File: src/hdl/azel_pkg.sv
// Shared types and constants for the az/el slew position tracker.
`default_nettype none

package azel_pkg;

  localparam int AZ_W     = 20;
  localparam int EL_W     = 17;
  localparam int ELAPSED_W = 16;
  localparam int RATE_W   = 10;
  localparam int PROD_W   = ELAPSED_W + RATE_W;
  localparam int STEP_W   = 21;
  localparam int POS_W    = 22;
  localparam int CFG_IDX_W = 1;
  localparam int CFG_DATA_W = RATE_W;

  localparam logic [CFG_IDX_W-1:0] CFG_SIMULATE_ENABLE = 1'd0;
  localparam logic [CFG_IDX_W-1:0] CFG_SLEW_RATE       = 1'd1;

  localparam logic [RATE_W-1:0] SLEW_RATE_RESET = 10'd6;

  localparam logic signed [POS_W-1:0] EL_UP_LIMIT  = 22'sd90000;
  localparam logic signed [POS_W-1:0] EL_DOWN_LIMIT = 22'sd0;
  localparam logic signed [POS_W-1:0] AZ_CCW_LIMIT = -22'sd180000;
  localparam logic signed [POS_W-1:0] AZ_CW_LIMIT  = 22'sd180000;
  localparam logic signed [POS_W-1:0] PARK_POS     = 22'sd0;

  typedef enum logic [2:0] {
    CMD_SET   = 3'd0,
    CMD_MOVE  = 3'd1,
    CMD_STOP  = 3'd2,
    CMD_PARK  = 3'd3,
    CMD_QUERY = 3'd4
  } cmd_e;

  typedef enum logic [2:0] {
    DIR_UP   = 3'd0,
    DIR_DOWN = 3'd1,
    DIR_CCW  = 3'd2,
    DIR_CW   = 3'd3
  } dir_e;

  typedef struct packed {
    logic [2:0]               command;
    logic signed [AZ_W-1:0]   az_target;
    logic [EL_W-1:0]          el_target;
    logic [2:0]               direction;
    logic [ELAPSED_W-1:0]     elapsed_ms;
  } in_item_t;

  typedef struct packed {
    logic signed [AZ_W-1:0] az_now;
    logic [EL_W-1:0]        el_now;
    logic                   moving;
    logic                   moving_az;
    logic                   moving_left;
    logic                   moving_right;
    logic                   moving_el;
    logic                   moving_up;
    logic                   moving_down;
    logic                   error;
  } out_item_t;

  typedef struct packed {
    logic down;
    logic up;
    logic el;
    logic right;
    logic left;
    logic az;
    logic moving;
  } motion_flags_t;

  // Registered transaction plus the saturated step for its elapsed time.
  typedef struct packed {
    cmd_e                   cmd;
    logic signed [AZ_W-1:0] az;
    logic [EL_W-1:0]        el;
    logic [2:0]             dir;
    logic [STEP_W-1:0]      step;
  } stage_t;

  typedef struct packed {
    logic signed [POS_W-1:0] pos;
    logic                    at_goal;
    logic                    rising;
  } axis_res_t;

endpackage

`default_nettype wire

File: src/hdl/azel_in_if.sv
// Command channel interface: valid/ready with one command item.
`default_nettype none

interface azel_in_if;
  import azel_pkg::*;

  logic     valid;
  logic     ready;
  in_item_t data;

  modport source (output valid, output data, input ready);
  modport sink (input valid, input data, output ready);
endinterface

`default_nettype wire

File: src/hdl/azel_out_if.sv
// Result channel interface: valid/ready with one position report.
`default_nettype none

interface azel_out_if;
  import azel_pkg::*;

  logic      valid;
  logic      ready;
  out_item_t data;

  modport source (output valid, output data, input ready);
  modport sink (input valid, input data, output ready);
endinterface

`default_nettype wire

File: src/hdl/azel_in_stage.sv
// Input register stage: captures a command and its saturated slew step.
`default_nettype none

module azel_in_stage (
  input  wire                          clk,
  input  wire                          rst_n,
  input  wire                          in_valid,
  input  azel_pkg::in_item_t           in_data,
  output logic                         in_ready,
  input  wire [azel_pkg::RATE_W-1:0]   slew_rate,
  input  wire                          advance,
  output logic                         stage_valid,
  output azel_pkg::stage_t             stage
);
  import azel_pkg::*;

  logic              valid_r;
  stage_t            stage_r;
  stage_t            stage_nxt;
  logic [PROD_W-1:0] prod;

  assign in_ready    = !valid_r || advance;
  assign stage_valid = valid_r;
  assign stage       = stage_r;

  always_comb begin
    prod = PROD_W'(in_data.elapsed_ms) * PROD_W'(slew_rate);
    stage_nxt.cmd = cmd_e'(in_data.command);
    stage_nxt.az  = in_data.az_target;
    stage_nxt.el  = in_data.el_target;
    stage_nxt.dir = in_data.direction;
    // saturate: any product this large already exceeds every distance
    stage_nxt.step = (|prod[PROD_W-1:STEP_W]) ? '1 : prod[STEP_W-1:0];
  end

  always_ff @(posedge clk) begin
    if (!rst_n) begin
      valid_r <= 1'b0;
    end else if (in_ready) begin
      valid_r <= in_valid;
    end
  end

  always_ff @(posedge clk) begin
    if (in_valid && in_ready) begin
      stage_r <= stage_nxt;
    end
  end

endmodule

`default_nettype wire

File: src/hdl/azel_axis.sv
// One axis slew: snap to goal if within step, else step toward it.
`default_nettype none

module azel_axis (
  input  wire signed [azel_pkg::POS_W-1:0]  cur,
  input  wire signed [azel_pkg::POS_W-1:0]  goal,
  input  wire [azel_pkg::STEP_W-1:0]        step,
  output azel_pkg::axis_res_t               res
);
  import azel_pkg::*;

  logic signed [POS_W-1:0] diff;
  logic [POS_W-1:0]        mag;
  logic [POS_W-1:0]        step_x;

  always_comb begin
    diff   = goal - cur;
    mag    = diff[POS_W-1] ? POS_W'(-diff) : POS_W'(diff);
    step_x = POS_W'(step);
    res.at_goal = (mag <= step_x);
    res.rising  = !diff[POS_W-1];
    if (res.at_goal) begin
      res.pos = goal;
    end else if (res.rising) begin
      res.pos = cur + $signed(step_x);
    end else begin
      res.pos = cur - $signed(step_x);
    end
  end

endmodule

`default_nettype wire

File: src/hdl/az_el_slew_position_tracker_top.sv
// Top level: config registers, axis state, result register and channel control.
//
//  channel | dir | handshake      | payload
//  --------+-----+----------------+-----------------------------------------
//  in_ch   | in  | valid/ready    | command, az/el target, direction, elapsed
//  out_ch  | out | valid/ready    | az_now, el_now, motion flags, error
//  cfg_*   | in  | cfg_we only    | cfg_idx selects register, cfg_wdata
//
// A command is held in the input register (step multiply), then the state
// update loads the result register. One transaction per cycle unless stalled.
// Each command sees the state left by the one before it.
// A stalled result holds the input register; a new command still enters
// while the input register is empty. Reset (rst_n low, synchronous) zeroes
// positions, goals and flags, and restores slew rate 6 with slewing off.
`default_nettype none

module az_el_slew_position_tracker_top (
  input  wire                                 clk,
  input  wire                                 rst_n,
  input  wire                                 cfg_we,
  input  wire [azel_pkg::CFG_IDX_W-1:0]       cfg_idx,
  input  wire [azel_pkg::CFG_DATA_W-1:0]      cfg_wdata,
  azel_in_if.sink                             in_ch,
  azel_out_if.source                          out_ch
);
  import azel_pkg::*;

  logic              sim_en_r;
  logic [RATE_W-1:0] slew_rate_r;

  logic signed [AZ_W-1:0] cur_az_r, cur_az_nxt;
  logic signed [AZ_W-1:0] goal_az_r, goal_az_nxt;
  logic [EL_W-1:0]        cur_el_r, cur_el_nxt;
  logic [EL_W-1:0]        goal_el_r, goal_el_nxt;
  motion_flags_t          flags_r, flags_nxt, flags_adv;
  logic                   err_nxt;

  logic      out_valid_r;
  out_item_t out_data_r;

  logic   s1_valid;
  stage_t s1;
  logic   s2_load;

  axis_res_t az_res, el_res;
  logic signed [POS_W-1:0] cur_az_x, goal_az_x, cur_el_x, goal_el_x;

  // goal updates for set, move and park
  logic                    do_set;
  logic signed [POS_W-1:0] set_az, set_el;

  assign s2_load = s1_valid && (!out_valid_r || out_ch.ready);

  azel_in_stage u_in_stage (
    .clk         (clk),
    .rst_n       (rst_n),
    .in_valid    (in_ch.valid),
    .in_data     (in_ch.data),
    .in_ready    (in_ch.ready),
    .slew_rate   (slew_rate_r),
    .advance     (s2_load),
    .stage_valid (s1_valid),
    .stage       (s1)
  );

  assign cur_az_x  = POS_W'(cur_az_r);
  assign goal_az_x = POS_W'(goal_az_r);
  assign cur_el_x  = $signed(POS_W'(cur_el_r));
  assign goal_el_x = $signed(POS_W'(goal_el_r));

  azel_axis u_axis_az (
    .cur  (cur_az_x),
    .goal (goal_az_x),
    .step (s1.step),
    .res  (az_res)
  );

  azel_axis u_axis_el (
    .cur  (cur_el_x),
    .goal (goal_el_x),
    .step (s1.step),
    .res  (el_res)
  );

  // flags after one time advance
  always_comb begin
    flags_adv = flags_r;
    if (az_res.at_goal) begin
      flags_adv.az    = 1'b0;
      flags_adv.left  = 1'b0;
      flags_adv.right = 1'b0;
    end else begin
      flags_adv.az = 1'b1;
      if (az_res.rising) begin
        flags_adv.right = 1'b1;
      end else begin
        flags_adv.left = 1'b1;
      end
    end
    if (el_res.at_goal) begin
      flags_adv.el   = 1'b0;
      flags_adv.up   = 1'b0;
      flags_adv.down = 1'b0;
    end else begin
      flags_adv.el = 1'b1;
      if (el_res.rising) begin
        flags_adv.up = 1'b1;
      end else begin
        flags_adv.down = 1'b1;
      end
    end
    flags_adv.moving = flags_adv.az || flags_adv.el;
  end

  always_comb begin
    cur_az_nxt  = cur_az_r;
    goal_az_nxt = goal_az_r;
    cur_el_nxt  = cur_el_r;
    goal_el_nxt = goal_el_r;
    flags_nxt   = flags_r;
    err_nxt     = 1'b0;
    do_set      = 1'b0;
    set_az      = goal_az_x;
    set_el      = goal_el_x;

    unique case (s1.cmd)
      CMD_SET: begin
        do_set = 1'b1;
        set_az = POS_W'(s1.az);
        set_el = $signed(POS_W'(s1.el));
      end
      CMD_MOVE: begin
        unique case (s1.dir)
          DIR_UP: begin
            do_set = 1'b1;
            set_el = EL_UP_LIMIT;
          end
          DIR_DOWN: begin
            do_set = 1'b1;
            set_el = EL_DOWN_LIMIT;
          end
          DIR_CCW: begin
            do_set = 1'b1;
            set_az = AZ_CCW_LIMIT;
          end
          DIR_CW: begin
            do_set = 1'b1;
            set_az = AZ_CW_LIMIT;
          end
          default: begin
            err_nxt = 1'b1;
          end
        endcase
      end
      CMD_STOP: begin
        if (sim_en_r && (cur_az_r != goal_az_r || cur_el_r != goal_el_r)) begin
          cur_az_nxt = az_res.pos[AZ_W-1:0];
          cur_el_nxt = el_res.pos[EL_W-1:0];
          flags_nxt  = flags_adv;
        end
        goal_az_nxt = cur_az_nxt;
        goal_el_nxt = cur_el_nxt;
      end
      CMD_PARK: begin
        do_set = 1'b1;
        set_az = PARK_POS;
        set_el = PARK_POS;
      end
      CMD_QUERY: begin
        if (sim_en_r) begin
          cur_az_nxt = az_res.pos[AZ_W-1:0];
          cur_el_nxt = el_res.pos[EL_W-1:0];
          flags_nxt  = flags_adv;
        end
      end
      default: begin
      end
    endcase

    if (do_set) begin
      goal_az_nxt = set_az[AZ_W-1:0];
      goal_el_nxt = set_el[EL_W-1:0];
      if (!sim_en_r) begin
        cur_az_nxt = set_az[AZ_W-1:0];
        cur_el_nxt = set_el[EL_W-1:0];
      end
    end
  end

  always_ff @(posedge clk) begin
    if (!rst_n) begin
      sim_en_r    <= 1'b0;
      slew_rate_r <= SLEW_RATE_RESET;
    end else if (cfg_we) begin
      unique case (cfg_idx)
        CFG_SIMULATE_ENABLE: sim_en_r    <= cfg_wdata[0];
        CFG_SLEW_RATE:       slew_rate_r <= cfg_wdata[RATE_W-1:0];
        default: begin
        end
      endcase
    end
  end

  always_ff @(posedge clk) begin
    if (!rst_n) begin
      cur_az_r  <= '0;
      goal_az_r <= '0;
      cur_el_r  <= '0;
      goal_el_r <= '0;
      flags_r   <= '0;
    end else if (s2_load) begin
      cur_az_r  <= cur_az_nxt;
      goal_az_r <= goal_az_nxt;
      cur_el_r  <= cur_el_nxt;
      goal_el_r <= goal_el_nxt;
      flags_r   <= flags_nxt;
    end
  end

  always_ff @(posedge clk) begin
    if (!rst_n) begin
      out_valid_r <= 1'b0;
    end else if (s2_load) begin
      out_valid_r <= 1'b1;
    end else if (out_ch.ready) begin
      out_valid_r <= 1'b0;
    end
  end

  always_ff @(posedge clk) begin
    if (s2_load) begin
      out_data_r.az_now       <= cur_az_nxt;
      out_data_r.el_now       <= cur_el_nxt;
      out_data_r.moving       <= flags_nxt.moving;
      out_data_r.moving_az    <= flags_nxt.az;
      out_data_r.moving_left  <= flags_nxt.left;
      out_data_r.moving_right <= flags_nxt.right;
      out_data_r.moving_el    <= flags_nxt.el;
      out_data_r.moving_up    <= flags_nxt.up;
      out_data_r.moving_down  <= flags_nxt.down;
      out_data_r.error        <= err_nxt;
    end
  end

  assign out_ch.valid = out_valid_r;
  assign out_ch.data  = out_data_r;

  // summary flag always tracks the per-axis flags
  a_moving_summary: assert property (@(posedge clk) disable iff (!rst_n)
    flags_r.moving == (flags_r.az || flags_r.el))
    else $error("moving flag out of step with axis flags");

  // a stalled result with a full input register blocks new commands
  a_stall_blocks_input: assert property (@(posedge clk) disable iff (!rst_n)
    (out_valid_r && !out_ch.ready && s1_valid) |-> !in_ch.ready)
    else $error("input accepted while pipeline is full");

  // a state update always leaves a result waiting
  a_load_gives_result: assert property (@(posedge clk) disable iff (!rst_n)
    s2_load |=> out_valid_r)
    else $error("state update without a result");

  // an error result only comes from a move command
  a_error_only_move: assert property (@(posedge clk) disable iff (!rst_n)
    (s2_load && err_nxt) |-> (s1.cmd == CMD_MOVE))
    else $error("error flagged for a non-move command");

endmodule

`default_nettype wire
File: src/flat_wrapper.sv
// flat-port wrapper written by rule: the top's interface ports become plain ports
module az_el_slew_position_tracker_top_flat import azel_pkg::*;
  (clk, rst_n, cfg_we, cfg_idx, cfg_wdata, in_ch_valid, in_ch_data, in_ch_ready, out_ch_valid, out_ch_data, out_ch_ready);
  azel_in_if in_ch_i ();
  azel_out_if out_ch_i ();
  input  wire clk;
  input  wire rst_n;
  input  wire cfg_we;
  input  wire [azel_pkg::CFG_IDX_W-1:0] cfg_idx;
  input  wire [azel_pkg::CFG_DATA_W-1:0] cfg_wdata;
  input wire logic [$bits(in_ch_i.valid)-1:0] in_ch_valid;
  input wire logic [$bits(in_ch_i.data)-1:0] in_ch_data;
  output wire logic [$bits(in_ch_i.ready)-1:0] in_ch_ready;
  output wire logic [$bits(out_ch_i.valid)-1:0] out_ch_valid;
  output wire logic [$bits(out_ch_i.data)-1:0] out_ch_data;
  input wire logic [$bits(out_ch_i.ready)-1:0] out_ch_ready;
  assign in_ch_i.valid = in_ch_valid;
  assign in_ch_i.data = in_ch_data;
  assign in_ch_ready = in_ch_i.ready;
  assign out_ch_valid = out_ch_i.valid;
  assign out_ch_data = out_ch_i.data;
  assign out_ch_i.ready = out_ch_ready;
  az_el_slew_position_tracker_top u_core (.clk(clk), .rst_n(rst_n), .cfg_we(cfg_we), .cfg_idx(cfg_idx), .cfg_wdata(cfg_wdata), .in_ch(in_ch_i), .out_ch(out_ch_i));
endmodule
File: config.mk
export PLATFORM = sky130hd
export DESIGN_NAME = az_el_slew_position_tracker_top_flat
export DESIGN_NICKNAME = d
export VERILOG_FILES = /design/src/hdl/azel_pkg.sv /design/src/hdl/azel_in_if.sv /design/src/hdl/azel_out_if.sv /design/src/hdl/azel_in_stage.sv /design/src/hdl/azel_axis.sv /design/src/hdl/az_el_slew_position_tracker_top.sv /design/src/flat_wrapper.sv
export SDC_FILE = /design/constraint.sdc
export NUM_CORES = 1
export LEC_CHECK = 0
export ABC_AREA = 1
export BUFFER_PORTS_ARGS = -buffer_cell sky130_fd_sc_hd__buf_2
export CAP_MARGIN = 20
export CORE_ASPECT_RATIO = 0.8
export CORE_UTILIZATION = 25
export CTS_CLUSTER_SIZE = 30
export DETAILED_ROUTE_END_ITERATION = 6
export HOLD_SLACK_MARGIN = 0.12
export PLACE_DENSITY = 0.46
export SLEW_MARGIN = 30
export SYNTH_ARGS = -nofsm -noshare
export SYNTH_HDL_FRONTEND = slang
export SYNTH_SLANG_ARGS = --single-unit
File: constraint.sdc
create_clock -name clk -period 5.15 [get_ports clk]
set_input_delay 0.515 -clock clk [delete_from_list [all_inputs] [get_ports clk]]
set_output_delay 0.515 -clock clk [all_outputs]
set_load 0.1 [all_outputs]
==> results.cfg, run 1 <==
[outcome]
outcome = finished, violations left
violations = negative setup slack

[placement]
place.port_buffers = 121
dp_hpwl_um = 63840
routability_cong = 0.9080

[global_routing]
grt_pass1_vias = 20520
number_of_antenna_violations_at_the_first_check_in_global_routing = 1
grt_first_pass_wirelength_um = 124300
met1_usage_pct = 27.93
globalRouteMet2Util_pct = 26.43
grt_overflow = 0
grt_start_max_net_pins = 65
grt_busiest_layer = met1
grt.met3_usage_pct = 1.723
gr_usage_total_pct = 17.90

[logic_synthesis]
synth_area_leaders = sky130_fd_sc_hd__edfxtp_1, sky130_fd_sc_hd__nand2_1, sky130_fd_sc_hd__fa_1
synth.cell_area_um2 = 21980
synth-seq-cells = 203
yosys.area.top_type = sky130_fd_sc_hd__edfxtp_1
syn-instance-count = 3139
synth.avg_cell_area_um2 = 7.001
postSynth.asyncResetShare_pct = 0
primary_ff_master_synth = sky130_fd_sc_hd__edfxtp_1
netlist.area_leader.share_pct = 14.89
synth_edf_count = 109
synth-warning-count = 0
synth.yosys.seq_area_share_pct = 23.46
number_of_distinct_standard_cells_referenced_by_the_synthesized_netlist = 52
synth.top_cells.by_count = sky130_fd_sc_hd__nand2_1, sky130_fd_sc_hd__inv_1, sky130_fd_sc_hd__o21ai_0
most_frequently_used_cell_type_in_the_post_synthesis_netlist = sky130_fd_sc_hd__nand2_1

[critical_path]
critPathSlowestCell = sky130_fd_sc_hd__fa_1
worst_path_fanout_max = 10
timing.critical_path.cells = buf_12 -> nand2_4 -> inv_2 -> fa_1 -> inv_2 -> fa_1 -> fa_1 -> fa_1 -> inv_2 -> fa_1 -> ha_4 -> nand2_4 -> nor4_4 -> nand4_1 -> nand3_2 -> a21oi_2 -> o21bai_1 -> or2_4 -> nand3_4 -> nor2_4 -> clkbuf_16 -> nand3b_1
crit_path_start = u_core.slew_rate_r[4]
worstPathRequired_ns = 5.48
cp_slowest_stage_delay_ns = 0.58
worst-endpoint-arrival_ns = 5.73
timing.rr.start = u_core.slew_rate_r[4]
critical_setup_path_kind = reg -> reg
critPathLaunchType = register
endpoint_kind = register
worst_path_most_repeated_cell = sky130_fd_sc_hd__fa_1

[timing]
hold-worst-slack_ns = 0.1767
setup_violations = 21
final.min_clock_period_ns = 5.394
finalHoldViolations = 0
slew_viol_final = 0
skew_ns = 0.02231
fin_crit_sh_pct = 104.7
post-route-worst-setup-slack_ns = -0.2441
unrepaired_setup_endpoints_after_global_routing = true
maxSlewHeadroom_pct = 33.75
worst_slew_pin_slew_ns = 0.9924
max_freq_ghz = 0.1854

[detailed_routing]
viasPerCell = 4.724
antenna_left = 0
post-route-drc-count = 0
overall_via_count_from_detail_route = 21730
drt_iter0_markers = 1767
wl_per_cell_um = 17.79
dr.pass1.iters = 6
routed_wl_um = 81850

[cells_and_area]
areaGrowthSynthToFinish_pct = 25.61
antenna_cells = 0
final_net_count = 3821
n_fill_cell = 9277
drive_above_1_share_pct = 17.39

[clocking]
ctsRootBufferMaster = sky130_fd_sc_hd__clkbuf_16
clkTransAtPathRegs_ns = 0.06
clock_tree_from_tritoncts = yes
cts.sink_count = 203
cts_inserted_buffers = 26
clock_latency_ns = 0.59
cts.path.max_buffers = 3
htree_num_levels = 1

[power]
power.leakage_nw = 13.82
fin_total_pwr_mw = 11.30
p_int_mw = 6.037
pwr-share-seq_pct = 18.7
power_per_cell_area_nw_per_um2 = 409.5
irDropWorstVdd_v = 0.0002458
power.share.switching_pct = 46.60
power_frac_comb_pct = 63.6
net-switching-power_mw = 5.268
power.clock.fraction_pct = 17.7

[floorplan]
num_io_pins = 122
core_area_um2 = 86360
design.die.area_um2 = 89110
floorplan.rows = 96
die_width_um = 333.5
initial_utilization_pct = 25.45
die_height_um = 267.2

[flow_run]
max_cap_viol = 0

[hold_path]
hold_path.startpoint = cfg_wdata[2]
min-delay-path-class = in -> reg
[worst max-delay path: cells and delay by family (launching register included)]
kind | cells | cell delay [ns]
buffers and inverters | 5 | 0.45
adder cells (fa/ha/maj) | 6 | 2.93
AND/OR/NAND/NOR | 9 | 1.12
AO/OA/AOI/OAI | 2 | 0.28
flip-flops | 1 | 0.35
[cell type report]
type                            count  area (um2)  area share, %
Timing Repair Buffer              416        3212          11.63
Clock buffer                       35       735.7          2.665
Tap cell                         1127        1410          5.108
Clock inverter                     12       172.7         0.6255
Sequential cell                   203        5181          18.77
Inverter                          495        1861          6.740
Multi-Input combinational cell   2312       15030          54.46
[timing repair]
action | in CTS | in global routing
setup endpoints to repair | 21 | 136
hold buffers | 44 | 0
hold endpoints to repair | 44 | 0
buffers inserted | 0 | 16
pin swaps | 0 | 74
cloned | 0 | 5
resized for setup | 7 | 153
[stage by stage]
step	cell area, um2	util (%)	cells	setup slack (ns)	TNS (ns)
floorplan	22230	-	3141	0.007222	0
global placement	25510	29.54	4488	-0.3473	-7.210
detailed placement	25510	29.54	4488	-0.3767	-7.433
CTS	26880	31.12	4579	-0.07999	-1.253
global route	27610	31.96	4600	-0.4827	-9.715
finish	27610	31.96	4600	-0.2441	-4.652
[power groups by stage]
stage               registers (mW)  logic (mW)  clock network, mW
floorplan                     2.22        4.11                  0
detailed placement            2.15        6.61                  0
global route                  2.13        7.96               2.11
finish                        2.12        7.19               2.00
CTS                           2.12        6.69               2.05
global placement              2.15        6.64                  0
[cell usage in the layout (no fill, tap or decap), types with 15 or more instances in the layout]
cell                            count
sky130_fd_sc_hd__a21o_1            17
sky130_fd_sc_hd__ha_1             159
sky130_fd_sc_hd__nor3_1            21
sky130_fd_sc_hd__buf_12            15
sky130_fd_sc_hd__dlygate4sd3_1     44
sky130_fd_sc_hd__nand2_2           25
sky130_fd_sc_hd__nand2_1          775
sky130_fd_sc_hd__xor2_1            73
sky130_fd_sc_hd__clkbuf_16         30
sky130_fd_sc_hd__nand4_1           32
sky130_fd_sc_hd__buf_4            223
sky130_fd_sc_hd__o211ai_1          30
sky130_fd_sc_hd__inv_1            470
sky130_fd_sc_hd__nand3_1          160
sky130_fd_sc_hd__buf_2            121
sky130_fd_sc_hd__o21ai_1           35
sky130_fd_sc_hd__inv_2             20
sky130_fd_sc_hd__o21ai_0          237
sky130_fd_sc_hd__a21oi_1          236
sky130_fd_sc_hd__edfxtp_1         109
sky130_fd_sc_hd__dfxtp_1           83
sky130_fd_sc_hd__nand3_2           18
sky130_fd_sc_hd__xnor2_1           34
sky130_fd_sc_hd__nor2_1           152
sky130_fd_sc_hd__fa_1             110
[sequential cells by signal (all words and copies together), names as in the netlist]
| register | count |
|---|---|
| u_core.slew_rate_r | 10 |
| u_core.cur_az_r | 20 |
| u_core.goal_el_r | 17 |
| u_core.out_ch.valid | 1 |
| u_core.u_in_stage.stage_valid | 1 |
| u_core.goal_az_r | 20 |
| u_core.flags_r | 7 |
| u_core.sim_en_r | 1 |
| u_core.u_in_stage.stage | 64 |
| u_core.out_ch.data | 45 |
| u_core.cur_el_r | 17 |
[path summary, 6_finish.rpt]
| check | endpoint | slack, ns | cells past startpoint |
|---|---|---|---|
| worst max register to register | u_core.u_in_stage.stage[18] | -0.24 | 22 |
| worst min register to register | u_core.goal_el_r[0] | 0.48 | 2 |
| worst min-delay path | u_core.slew_rate_r[2] | 0.18 | 3 |
| worst max-delay path | u_core.u_in_stage.stage[18] | -0.24 | 22 |
[kinds of logic (layout without fill, tap and decap cells)]
logic type                 after synthesis  after routing  share of synthesized area (%)
DFF                                    203            203                          23.46
adders and majority gates              292            292                          20.52
xor gates and xnor gates               118            118                          4.942
AOI/OAI and AO/OA                      646            646                          16.20
other                                    1              3                        0.01706
and+or+nand+nor                       1253           1253                          24.01
buffers and inverters                  626            958                          10.86
[routing by layer]
metal  up-vias  share of wire (%)
li1      10850                  -
met4         2                1.5
met3        64                5.1
met5         -              0.016
met2       531                 41
met1     10290                 52
(Power assumes the default switching activity.)
==> run 2: changes to the inputs <==
Settings changed: PLACE_DENSITY 0.46 to 0.44.
Clock period 5.15 ns to 5.89 ns, I/O delays scaled along.
==> run 2 against run 1 <==
Against the previous run: the run now ends clean; final area is 9.5% lower; critical endpoint is now u_core.u_in_stage.stage[3]; via count down 3.8%; critical path depth unchanged; maximum frequency is 1.8% lower; sequential power shrank 13%; combinational power fell by 29%; global-route usage shrank 0.39 points; first-iteration DRC count is 15% lower; routed wire length down 3.2%; count of clock-buffer cells in the layout decreased by 2; worst setup slack better by 0.64 ns; die area did not move; highest routed layer is now met4.
==> results.cfg, run 2 (synthesis gave the netlist of run 1 again) <==
[critical_path]
worst-endpoint-arrival_ns = 5.80
worst_path_fanout_max = 21
length_in_cells_of_the_worst_reg_to_reg_path = 22
worstPathRequired_ns = 6.20
critPathLaunchType = register
critical_setup_path_kind = reg -> reg
endpoint_kind = register

[detailed_routing]
viasPerCell = 4.777
wl_per_cell_um = 18.11
overall_via_count_from_detail_route = 20910
antenna_left = 0
routed_wl_um = 79250
dr.pass1.iters = 5
drt_iter0_markers = 1500
post-route-drc-count = 0

[floorplan]
initial_utilization_pct = 25.45
design.die.area_um2 = 89110
die_width_um = 333.5
floorplan.rows = 96
num_io_pins = 122
die_height_um = 267.2
core_area_um2 = 86360

[clocking]
clock_latency_ns = 0.59
htree_num_levels = 1
clkTransAtPathRegs_ns = 0.06
cts.sink_count = 203
ctsRootBufferMaster = sky130_fd_sc_hd__clkbuf_16
cts_hold_repair.buffers = 0
cts_inserted_buffers = 25
cts.path.max_buffers = 3
clock_tree_from_tritoncts = yes
postCtsSetupRepairBufs = 0

[timing]
max_freq_ghz = 0.1820
slew_viol_final = 0
post-route-worst-setup-slack_ns = 0.3946
setup_violations = 0
fin_crit_sh_pct = 93.30
unrepaired_setup_endpoints_after_global_routing = false
finalHoldViolations = 0
skew_ns = 0.03410
final.min_clock_period_ns = 5.495
worst_slew_pin_slew_ns = 0.9653
fin_tns_setup_ns = 0
maxSlewHeadroom_pct = 35.41

[global_routing]
gr_usage_total_pct = 17.51
grt_pass1_vias = 19780
number_of_antenna_violations_at_the_first_check_in_global_routing = 1
grt_first_pass_wirelength_um = 121000
grt_start_max_net_pins = 66
grt_overflow = 0

[power]
pwr-share-seq_pct = 21.3
power.share.switching_pct = 48.44
power_frac_comb_pct = 58.6
irDropWorstVdd_v = 0.0002616
p_int_mw = 4.487
power.leakage_nw = 12.53
fin_total_pwr_mw = 8.702
net-switching-power_mw = 4.216
power.clock.fraction_pct = 20.1
power_per_cell_area_nw_per_um2 = 348.3

[cells_and_area]
antenna_cells = 0
largest_reg_flops = 64
final_common_cell = sky130_fd_sc_hd__nand2_1
areaGrowthSynthToFinish_pct = 13.70
drive_above_1_share_pct = 9.877
final_net_count = 3598
n_fill_cell = 9549
top_library_cells_by_usage_in_the_layout_fill_and_taps_aside = sky130_fd_sc_hd__nand2_1, sky130_fd_sc_hd__inv_1, sky130_fd_sc_hd__o21ai_0

[flow_run]
max_cap_viol = 0

[placement]
dp_hpwl_um = 61490
place.port_buffers = 121
routability_cong = 0.9066
place_worst_setup_slack_ns = 0.04242

[hold_path]
worst_hold_stages = 1
min-delay-path-class = in -> reg

[outcome]
outcome = finished clean
==> run 2: cell types whose count changed in the layout (fill, tap and decap cells not counted), moves of 15 or more <==
cell | previous run | this run
sky130_fd_sc_hd__dlygate4sd3_1 | 44 | 0
sky130_fd_sc_hd__o21ai_0 | 237 | 261
sky130_fd_sc_hd__nand2_1 | 775 | 796
sky130_fd_sc_hd__ha_1 | 159 | 178
sky130_fd_sc_hd__nand2_2 | 25 | 9
sky130_fd_sc_hd__nand3_1 | 160 | 175
sky130_fd_sc_hd__buf_4 | 223 | 71
==> run 2: power groups by stage <==
stage	Sequential [mW]	Combinational [mW]	Clock, mW
after floorplan	1.94	3.45	0
after global placement	1.88	5.08	0
after detailed placement	1.88	5.05	0
after CTS	1.85	5.09	1.80
after global routing	1.86	5.75	1.84
final	1.85	5.10	1.75
==> run 2: routing by layer <==
layer | track usage (%) | vias up | routed length (um)
met3 | 1.962 | 74 | 3933
met2 | 26.71 | 490 | 33870
met4 | 3.188 | 0 | 1355
met5 | 0 | - | 0
li1 | - | 10410 | -
met1 | 26.42 | 9938 | 40090
==> run 2: layout make-up <==
cell class,count,area (um2),area share (%)
repair buffers,194,1179,4.717
multi-input cells,2312,14460,57.87
clock buffers,33,705.7,2.824
clock inverters,13,200.2,0.8012
well taps,1127,1410,5.643
flip-flops and latches,203,5165,20.67
inverters,495,1868,7.476
==> run 2: stage by stage <==
| step | cell area (um2) | util (%) | hold slack, ns | cells |
|---|---|---|---|---|
| finish | 24990 | 28.93 | 0.1704 | 4377 |
| global route | 24990 | 28.93 | 0.1509 | 4377 |
| CTS | 24960 | 28.90 | 0.1354 | 4377 |
| detailed placement | 24050 | 27.85 | 0.4767 | 4331 |
| global placement | 24050 | 27.85 | 0.4792 | 4331 |
| floorplan | 21980 | - | 0.4584 | 3141 |
==> run 2: worst paths after layout <==
kind / start / to / slack (ns)
max: u_core.slew_rate_r[9] / u_core.u_in_stage.stage[3] / 0.39
min: in_ch_data[43] / u_core.u_in_stage.stage[48] / 0.17
max reg2reg: u_core.slew_rate_r[9] / u_core.u_in_stage.stage[3] / 0.39
min reg2reg: u_core.goal_az_r[0] / u_core.goal_az_r[0] / 0.49
==> run 2: critical path, cell delays in order (launching register included) <==
cell and delay (ns):
sky130_fd_sc_hd__dfxtp_2 0.44, sky130_fd_sc_hd__nand2_1 0.11, sky130_fd_sc_hd__fa_1 0.54, sky130_fd_sc_hd__inv_1 0.05, sky130_fd_sc_hd__fa_1 0.50, sky130_fd_sc_hd__fa_1 0.52
sky130_fd_sc_hd__fa_1 0.53, sky130_fd_sc_hd__fa_1 0.50, sky130_fd_sc_hd__ha_1 0.38, sky130_fd_sc_hd__a21o_1 0.20, sky130_fd_sc_hd__a21oi_1 0.12, sky130_fd_sc_hd__nand3_1 0.14
sky130_fd_sc_hd__a21oi_2 0.21, sky130_fd_sc_hd__o21ai_2 0.10, sky130_fd_sc_hd__nand2_1 0.07, sky130_fd_sc_hd__nand2_1 0.06, sky130_fd_sc_hd__nand2_1 0.06, sky130_fd_sc_hd__nand2_1 0.06
sky130_fd_sc_hd__nand2_1 0.07, sky130_fd_sc_hd__nand2_1 0.05, sky130_fd_sc_hd__nor3_2 0.22, sky130_fd_sc_hd__buf_12 0.18, sky130_fd_sc_hd__nand3b_1 0.09
==> run 2: repair_timing <==
item / 4_1_cts / 5_1_grt
endpoints found under the setup margin: 0 / 55
resized for setup: 0 / 15
hold endpoints to repair: 0 / 0
